==> src/lkv_pkg.sv <==
`default_nettype none

package lkv_pkg;

    // number of entries in the store
    localparam int ENTRIES = 16;
    // entry index and recency rank width
    localparam int IDX_W = (ENTRIES > 1) ? $clog2(ENTRIES) : 1;
    // occupancy width, holds 0..ENTRIES
    localparam int OCC_W = $clog2(ENTRIES + 1);

    localparam int KEY_W = 32;
    localparam int VAL_W = 32;
    localparam int CAP_W = 5;
    localparam logic [CAP_W-1:0] CAP_RESET = 5'd16;
    localparam logic [VAL_W-1:0] MISS_VALUE = 32'hFFFF_FFFF;

    // configuration port
    localparam int ADDR_W = 3;
    localparam int DATA_W = 32;
    localparam logic REG_CAPACITY = 1'b0;

    // operation codes
    localparam logic FUNC_GET = 1'b0;
    localparam logic FUNC_SET = 1'b1;

    typedef logic [IDX_W-1:0] t_rank;
    typedef logic [OCC_W-1:0] t_occ;

    typedef struct packed {
        logic                    func;
        logic signed [KEY_W-1:0] key;
        logic signed [VAL_W-1:0] value;
    } t_in_beat;

    typedef struct packed {
        logic                    hit;
        logic signed [VAL_W-1:0] read_value;
    } t_out_beat;

endpackage

`default_nettype wire

==> src/lru_key_value_cache.sv <==
`default_nettype none

// channel    dir   handshake                 payload
// --------   ---   -----------------------   ------------------------------
// in         in    i_in_valid / o_in_stall   i_in_beat  (func, key, value)
// out        out   o_out_valid / i_out_stall o_out_beat (hit, read_value)
// config     in    apb psel/penable/pready   capacity at byte address 0
//
// one beat per cycle sustained unless a get waits on a stalled output: a beat is
// registered, then the key compare, recency update and store write happen when it
// is processed, and a get result is registered in the result register
// a set produces no result and never waits on the output side
// reset is synchronous, active low; it empties the store and sets capacity to 16
// a stalled output holds its result and stalls the input only when a get waits

module lru_key_value_cache (
    input  wire logic                       i_clk,
    input  wire logic                       i_rst_n,
    // input channel
    input  wire logic                       i_in_valid,
    output logic                            o_in_stall,
    input  wire lkv_pkg::t_in_beat          i_in_beat,
    // result channel
    output logic                            o_out_valid,
    input  wire logic                       i_out_stall,
    output lkv_pkg::t_out_beat              o_out_beat,
    // configuration port
    input  wire logic                       psel,
    input  wire logic                       penable,
    input  wire logic                       pwrite,
    input  wire logic [lkv_pkg::ADDR_W-1:0] paddr,
    input  wire logic [lkv_pkg::DATA_W-1:0] pwdata,
    output logic      [lkv_pkg::DATA_W-1:0] prdata,
    output logic                            pready
);

    // input register
    logic               r_in_valid;
    lkv_pkg::t_in_beat  r_in;
    // result register
    logic               r_out_valid;
    lkv_pkg::t_out_beat r_out;

    lkv_pkg::t_occ      w_eff_cap;
    lkv_pkg::t_out_beat w_result;
    logic               w_out_free;
    logic               w_is_get;
    logic               w_fire;
    logic               w_in_take;

    lkv_regs u_regs (
        .i_clk     (i_clk),
        .i_rst_n   (i_rst_n),
        .psel      (psel),
        .penable   (penable),
        .pwrite    (pwrite),
        .paddr     (paddr),
        .pwdata    (pwdata),
        .prdata    (prdata),
        .pready    (pready),
        .o_eff_cap (w_eff_cap)
    );

    // result slot is free when empty or being taken this cycle
    assign w_out_free = !r_out_valid || !i_out_stall;
    assign w_is_get   = (r_in.func == lkv_pkg::FUNC_GET);
    // the registered beat is processed when it has somewhere to go
    assign w_fire     = r_in_valid && (!w_is_get || w_out_free);
    assign o_in_stall = r_in_valid && !w_fire;
    assign w_in_take  = i_in_valid && !o_in_stall;

    lkv_store u_store (
        .i_clk     (i_clk),
        .i_rst_n   (i_rst_n),
        .i_fire    (w_fire),
        .i_item    (r_in),
        .i_eff_cap (w_eff_cap),
        .o_result  (w_result)
    );

    // input register control
    always_ff @(posedge i_clk) begin
        if (!i_rst_n) begin
            r_in_valid <= 1'b0;
        end else if (w_in_take) begin
            r_in_valid <= 1'b1;
        end else if (w_fire) begin
            r_in_valid <= 1'b0;
        end
    end

    // input payload, no reset needed
    always_ff @(posedge i_clk) begin
        if (w_in_take) begin
            r_in <= i_in_beat;
        end
    end

    // result register control: a get loads it, a taken beat empties it
    always_ff @(posedge i_clk) begin
        if (!i_rst_n) begin
            r_out_valid <= 1'b0;
        end else if (w_fire && w_is_get) begin
            r_out_valid <= 1'b1;
        end else if (!i_out_stall) begin
            r_out_valid <= 1'b0;
        end
    end

    always_ff @(posedge i_clk) begin
        if (w_fire && w_is_get) begin
            r_out <= w_result;
        end
    end

    assign o_out_valid = r_out_valid;
    assign o_out_beat  = r_out;

endmodule

`default_nettype wire

==> src/lkv_regs.sv <==
`default_nettype none

module lkv_regs (
    input  wire logic                             i_clk,
    input  wire logic                             i_rst_n,
    input  wire logic                             psel,
    input  wire logic                             penable,
    input  wire logic                             pwrite,
    input  wire logic [lkv_pkg::ADDR_W-1:0]       paddr,
    input  wire logic [lkv_pkg::DATA_W-1:0]       pwdata,
    output logic      [lkv_pkg::DATA_W-1:0]       prdata,
    output logic                                  pready,
    output lkv_pkg::t_occ                         o_eff_cap
);

    logic [lkv_pkg::CAP_W-1:0] r_capacity;
    logic                      w_sel_cap;

    assign w_sel_cap = (paddr[lkv_pkg::ADDR_W-1] == lkv_pkg::REG_CAPACITY);
    assign pready    = 1'b1;

    always_ff @(posedge i_clk) begin
        if (!i_rst_n) begin
            r_capacity <= lkv_pkg::CAP_RESET;
        end else if (psel && penable && pwrite && w_sel_cap) begin
            r_capacity <= pwdata[lkv_pkg::CAP_W-1:0];
        end
    end

    always_comb begin
        prdata = '0;
        if (w_sel_cap) begin
            prdata = lkv_pkg::DATA_W'(r_capacity);
        end
    end

    // zero acts as one, anything above the store size acts as the store size
    always_comb begin
        if (r_capacity == '0) begin
            o_eff_cap = lkv_pkg::OCC_W'(1);
        end else if (32'(r_capacity) > 32'(lkv_pkg::ENTRIES)) begin
            o_eff_cap = lkv_pkg::OCC_W'(lkv_pkg::ENTRIES);
        end else begin
            o_eff_cap = lkv_pkg::OCC_W'(r_capacity);
        end
    end

endmodule

`default_nettype wire

==> src/lkv_store.sv <==
`default_nettype none

module lkv_store (
    input  wire logic              i_clk,
    input  wire logic              i_rst_n,
    input  wire logic              i_fire,
    input  wire lkv_pkg::t_in_beat i_item,
    input  wire lkv_pkg::t_occ     i_eff_cap,
    output lkv_pkg::t_out_beat     o_result
);

    localparam int N = lkv_pkg::ENTRIES;

    logic [lkv_pkg::KEY_W-1:0] r_key   [N];
    logic [lkv_pkg::VAL_W-1:0] r_value [N];
    logic [N-1:0]              r_valid;
    lkv_pkg::t_rank            r_rank  [N];
    lkv_pkg::t_occ             r_occ;

    logic [N-1:0]              w_match;
    logic [N-1:0]              w_lru;
    logic [N-1:0]              w_free;
    logic [N-1:0]              w_first_free;
    logic [N-1:0]              w_target;
    logic                      w_hit;
    logic                      w_full;
    logic                      w_is_set;
    logic                      w_insert;
    logic [lkv_pkg::VAL_W-1:0] w_hit_value;
    lkv_pkg::t_rank            w_hit_rank;
    lkv_pkg::t_rank            w_promote_rank;
    lkv_pkg::t_occ             w_last_rank;

    assign w_last_rank = r_occ - lkv_pkg::OCC_W'(1);

    always_comb begin
        for (int i = 0; i < N; i++) begin
            w_match[i] = r_valid[i] && (r_key[i] == i_item.key);
            w_lru[i]   = r_valid[i] && (lkv_pkg::OCC_W'(r_rank[i]) == w_last_rank);
        end
    end

    // keys are unique, so an and-or gather picks the single match
    always_comb begin
        w_hit_value = '0;
        w_hit_rank  = '0;
        for (int i = 0; i < N; i++) begin
            w_hit_value = w_hit_value | (r_value[i] & {lkv_pkg::VAL_W{w_match[i]}});
            w_hit_rank  = w_hit_rank  | (r_rank[i]  & {lkv_pkg::IDX_W{w_match[i]}});
        end
    end

    assign w_hit        = |w_match;
    assign w_full       = (r_occ >= i_eff_cap);
    assign w_is_set     = (i_item.func == lkv_pkg::FUNC_SET);
    assign w_free       = ~r_valid;
    assign w_first_free = w_free & (~w_free + N'(1));
    assign w_insert     = w_is_set && !w_hit && !w_full;

    always_comb begin
        if (w_hit) begin
            w_target       = w_match;
            w_promote_rank = w_hit_rank;
        end else if (w_full) begin
            w_target       = w_lru;
            w_promote_rank = lkv_pkg::IDX_W'(w_last_rank);
        end else begin
            w_target       = w_first_free;
            w_promote_rank = '0;
        end
    end

    assign o_result.hit        = w_hit;
    assign o_result.read_value = w_hit ? w_hit_value : lkv_pkg::MISS_VALUE;

    always_ff @(posedge i_clk) begin
        if (!i_rst_n) begin
            r_valid <= '0;
            r_occ   <= '0;
            for (int i = 0; i < N; i++) begin
                r_rank[i] <= '0;
            end
        end else if (i_fire && (w_is_set || w_hit)) begin
            for (int i = 0; i < N; i++) begin
                if (w_target[i]) begin
                    r_rank[i] <= '0;
                end else if (r_valid[i] && (w_insert || (r_rank[i] < w_promote_rank))) begin
                    r_rank[i] <= r_rank[i] + lkv_pkg::IDX_W'(1);
                end
            end
            if (w_insert) begin
                r_valid <= r_valid | w_target;
                r_occ   <= r_occ + lkv_pkg::OCC_W'(1);
            end
        end
    end

    always_ff @(posedge i_clk) begin
        if (i_fire && w_is_set) begin
            for (int i = 0; i < N; i++) begin
                if (w_target[i]) begin
                    r_key[i]   <= i_item.key;
                    r_value[i] <= i_item.value;
                end
            end
        end
    end

`ifndef SYNTHESIS
    a_occ_count: assert property (@(posedge i_clk) disable iff (!i_rst_n)
        32'(r_occ) == $countones(r_valid))
        else $error("occupancy does not match valid entries");

    a_unique_key: assert property (@(posedge i_clk) disable iff (!i_rst_n)
        $onehot0(w_match))
        else $error("key present in more than one entry");

    a_evict_keeps_occ: assert property (@(posedge i_clk) disable iff (!i_rst_n)
        (i_fire && w_is_set && !w_hit && w_full) |=> $stable(r_occ))
        else $error("eviction changed occupancy");

    a_lru_target: assert property (@(posedge i_clk) disable iff (!i_rst_n)
        (r_occ != '0) |-> $onehot(w_lru))
        else $error("least recent entry not unique");
`endif

endmodule

`default_nettype wire
==> config.mk <==
export PLATFORM = sky130hd
export DESIGN_NAME = lru_key_value_cache
export DESIGN_NICKNAME = d
export VERILOG_FILES = /design/src/lkv_pkg.sv /design/src/lru_key_value_cache.sv /design/src/lkv_regs.sv /design/src/lkv_store.sv
export SDC_FILE = /design/constraint.sdc
export NUM_CORES = 2
export LEC_CHECK = 0
export ABC_CLOCK_PERIOD_IN_PS = 7100
export BUFFER_PORTS_ARGS = -buffer_cell sky130_fd_sc_hd__clkbuf_2
export CORE_MARGIN = 2
export CORE_UTILIZATION = 56
export DETAILED_ROUTE_END_ITERATION = 10
export PLACE_DENSITY = 0.76
export SLEW_MARGIN = 20
export SYNTH_ARGS = -nofsm -noshare
export SYNTH_HDL_FRONTEND = slang
export SYNTH_SLANG_ARGS = --single-unit
==> constraint.sdc <==
create_clock -name i_clk -period 7.1 [get_ports i_clk]
set_input_delay 2.13 -clock i_clk [delete_from_list [all_inputs] [get_ports i_clk]]
set_output_delay 2.13 -clock i_clk [all_outputs]
set_load 0.02 [all_outputs]
==> impl_metrics.toml <==
[placed_design]
hpwl_um = 71650
gp_congestion = 0.9793
portBuffers = 117
post_dp_cell_area_mm2 = 0.05280

[finish]
n_antenna_cell = 0
area.sequential_mm2 = 0.03617
synthToLayoutAreaGrowth_pct = 11.83
finalNetCount = 3524
final_area_mm2 = 0.05670
n_fill_cell = 6170
drive_above_1_share = 0.1426
multi_input_area_mm2 = 0.01313

[grt]
grt_pass1_vias = 29260
antenna_found_initial = 1
grt_usage = 0.2767
grt_start_max_net_pins = 65
grt_overflow = 0
grt_pass1_wl_um = 190300

[route]
avgRoutedWirePerCell_um = 27.76
first_iter_violations = 4111
vias_per_cell = 6.451
totalWireLength_um = 129200
drt_pass1_iterations = 6
vias = 30020
drtAntennaViolNets = 0
drc = 0

[clock_network]
clk_latency_ps = 710
cts_made_buffers = 115
ctsHoldBuffers = 0
root_buffer = "clkbuf_16"
cts_tree = "yes"
cts.htree.levels = 3
cts_sinks = 1214
cts.clk_slew.worst_paths_ps = 60
postCtsSetupBuffers = 0
clockBufferDepth = 3
ctsResizeCount = 0

[yosys]
synth_common_cells = "1186 x edfxtp_1, 508 x xnor2_1, 207 x nand4_1, 105 x nor2_1, 101 x a221oi_1"
synth_top_cell_by_area = "edfxtp_1"
yosysSeqAreaShare = 0.7136
synth.area.top_cells = "edfxtp_1 70%, xnor2_1 8.8%, nand4_1 2.6%, a221oi_1 1.7%, a22o_1 1.7%"
ys_warn_count = 0
synth_area_mm2 = 0.05070
synth_edf_count = 1186
synth.distinct_cells = 70
synth.most_common_cell = "edfxtp_1"
yosysTopAreaCellShare = 0.7025
synth.avg_cell_area_um2 = 15.89
synthArstFlopShare = 0
synth_cells = 3191
synth_flop_cell = "edfxtp_1"
ys_seq_elements = 1214

[floorplan]
die_width_um = 304.9
core_area_mm2 = 0.08987
die_h_um = 304.9
die-area_mm2 = 0.09295
io_pins = 175
initial_core_util = 0.5641
fp-row-count = 110

[sta]
setup_viol = 0
slew_violations = 0
worst_slew_pin_slew_ps = 1258
maxSlewHeadroom = 0.1584
fin_crit_sh = 0.8238
skew_ps = 37.17
period_minus_slack_ps = 5849
fmax_mhz = 171.0
hold-worst-slack_ps = 550.9
finalHoldViolations = 0
rsz0062_at_grt = "no"
setup-tns-final_ps = 0

[critical_path]
cp_data_arrival_time_ps = 6190
critPathSlowestCell = "edfxtp_1"
worst_ep_required_time_ps = 7440
r2r_start = "r_in[36]"
worstPathMaxFanout = 34
crit_path_start_kind = "flip-flop"
endpoint = "u_store.r_rank[1][1]"
critPathMaxStageDelay_ps = 1040
crit_path_cell_trace = "buf_4 -> xnor2_1 -> nand4_1 -> nor4_1 -> buf_4 -> and3_2 -> buf_4 -> a221oi_1 -> nand4_1 -> nor2_1 -> ha_1 -> a31o_2 -> a41oi_2 -> nand2_1 -> a41oi_1"
r2r_setup_slack_ps = 1250
path_class = "flip-flop to flip-flop"
cp_common_cell = "buf_4"
reg2reg_to = "u_store.r_rank[1][1]"
r2r_cells = 15
end_kind = "flip-flop"
crit_start = "r_in[36]"

[hold_path]
min-delay-path-class = "flip-flop to flip-flop"

[job]
cap_violations = 0

[power]
powerDensity_mw_per_mm2 = 262.2
power.leakage_nw = 17.60
vdd_ir_drop_max_mv = 0.3031

[outcome]
status = "finished clean"
-- stage by stage --
stage / std cells / power (mW) / util / setup WS (ps)
after floorplan: 3217 / 8.544 / - / 265.2
after global placement: 4436 / 8.720 / 0.5874 / 1471
after detailed placement: 4436 / 8.737 / 0.5875 / 1381
after CTS: 4653 / 14.91 / 0.6305 / 1376
after global routing: 4654 / 15.26 / 0.6308 / 1060
final: 4654 / 14.87 / 0.6308 / 1251
-- sequential cells by signal, summed over array words and instances (netlist names) --
signal,flops
r_in_valid,1
u_store.r_key,512
u_store.r_occ,5
o_out_beat,33
u_store.r_valid,16
u_store.r_value,512
u_store.r_rank,64
u_regs.r_capacity,5
r_in,65
o_out_valid,1
-- worst min path at each step --
stage	start	to	slack, ps	cells after the start
2_1_floorplan	u_regs.r_capacity[0]	u_regs.r_capacity[0]	480	2
3_3_place_gp	u_store.r_occ[1]	u_store.r_occ[1]	540	2
3_5_place_dp	u_store.r_occ[1]	u_store.r_occ[1]	550	2
4_1_cts	u_store.r_occ[1]	u_store.r_occ[1]	560	2
5_1_grt	u_store.r_value[0][39]	o_out_beat[7]	590	2
6_report	u_store.r_occ[1]	u_store.r_occ[1]	550	2
-- logic make-up after synthesis --
logic type                 Yosys count  share of synthesized area
DFF                               1214                     0.7136
and+or+nand+nor                    609                    0.06728
xor gates and xnor gates           606                     0.1047
AOI/OAI and AO/OA                  444                    0.07076
buffers and inverters              272                    0.03295
adders and majority gates           39                   0.009625
muxes                                5                  0.0009873
other                                2                  0.0001481
-- layout make-up --
| type | count | area share |
|---|---|---|
| Tap cell | 1176 | 0.02595 |
| Inverter | 60 | 0.004061 |
| Timing Repair Buffer | 256 | 0.03218 |
| Clock inverter | 72 | 0.01472 |
| Multi-Input combinational cell | 1731 | 0.2315 |
| Sequential cell | 1214 | 0.6381 |
| Clock buffer | 145 | 0.05349 |
-- cell usage in the layout (no fill, tap or decap), types with 23 or more instances in the layout --
| master | count |
|---|---|
| a21oi_1 | 28 |
| a221oi_1 | 101 |
| a22o_1 | 98 |
| a22oi_1 | 69 |
| and3_1 | 35 |
| buf_4 | 124 |
| clkbuf_1 | 28 |
| clkbuf_16 | 117 |
| clkbuf_2 | 117 |
| clkinv_1 | 24 |
| conb_1 | 28 |
| dfxtp_1 | 28 |
| edfxtp_1 | 1186 |
| ha_1 | 39 |
| inv_1 | 58 |
| nand2_1 | 54 |
| nand3_1 | 43 |
| nand4_1 | 207 |
| nor2_1 | 89 |
| nor3_1 | 47 |
| nor4_1 | 38 |
| o21ai_0 | 23 |
| xnor2_1 | 507 |
| xor2_1 | 97 |
-- layer usage --
metal  vias up  wire length [um]  track usage
met3       318             13710      0.05653
met2      1937             59440       0.4315
met5         -                 0            0
li1      12730                 -            -
met1     15040             50860       0.3845
met4         0              5197       0.1108
-- report_power, final --
part           total [mW]  internal (mW)  switching, mW
registers            8.03           7.92          0.113
logic               0.565          0.210          0.355
clock network        6.27           3.62           2.65
-- critical path: cells and delay by family, from the launching register on --
kind / cells / cell delay (ps)
adder cells (fa/ha/maj): 1 / 440
flip-flops: 1 / 1040
XOR/XNOR: 1 / 110
buffers and inverters: 3 / 870
AO/OA/AOI/OAI: 4 / 1410
AND/OR/NAND/NOR: 6 / 1600
Note: power is estimated with default switching activity, not from simulation.
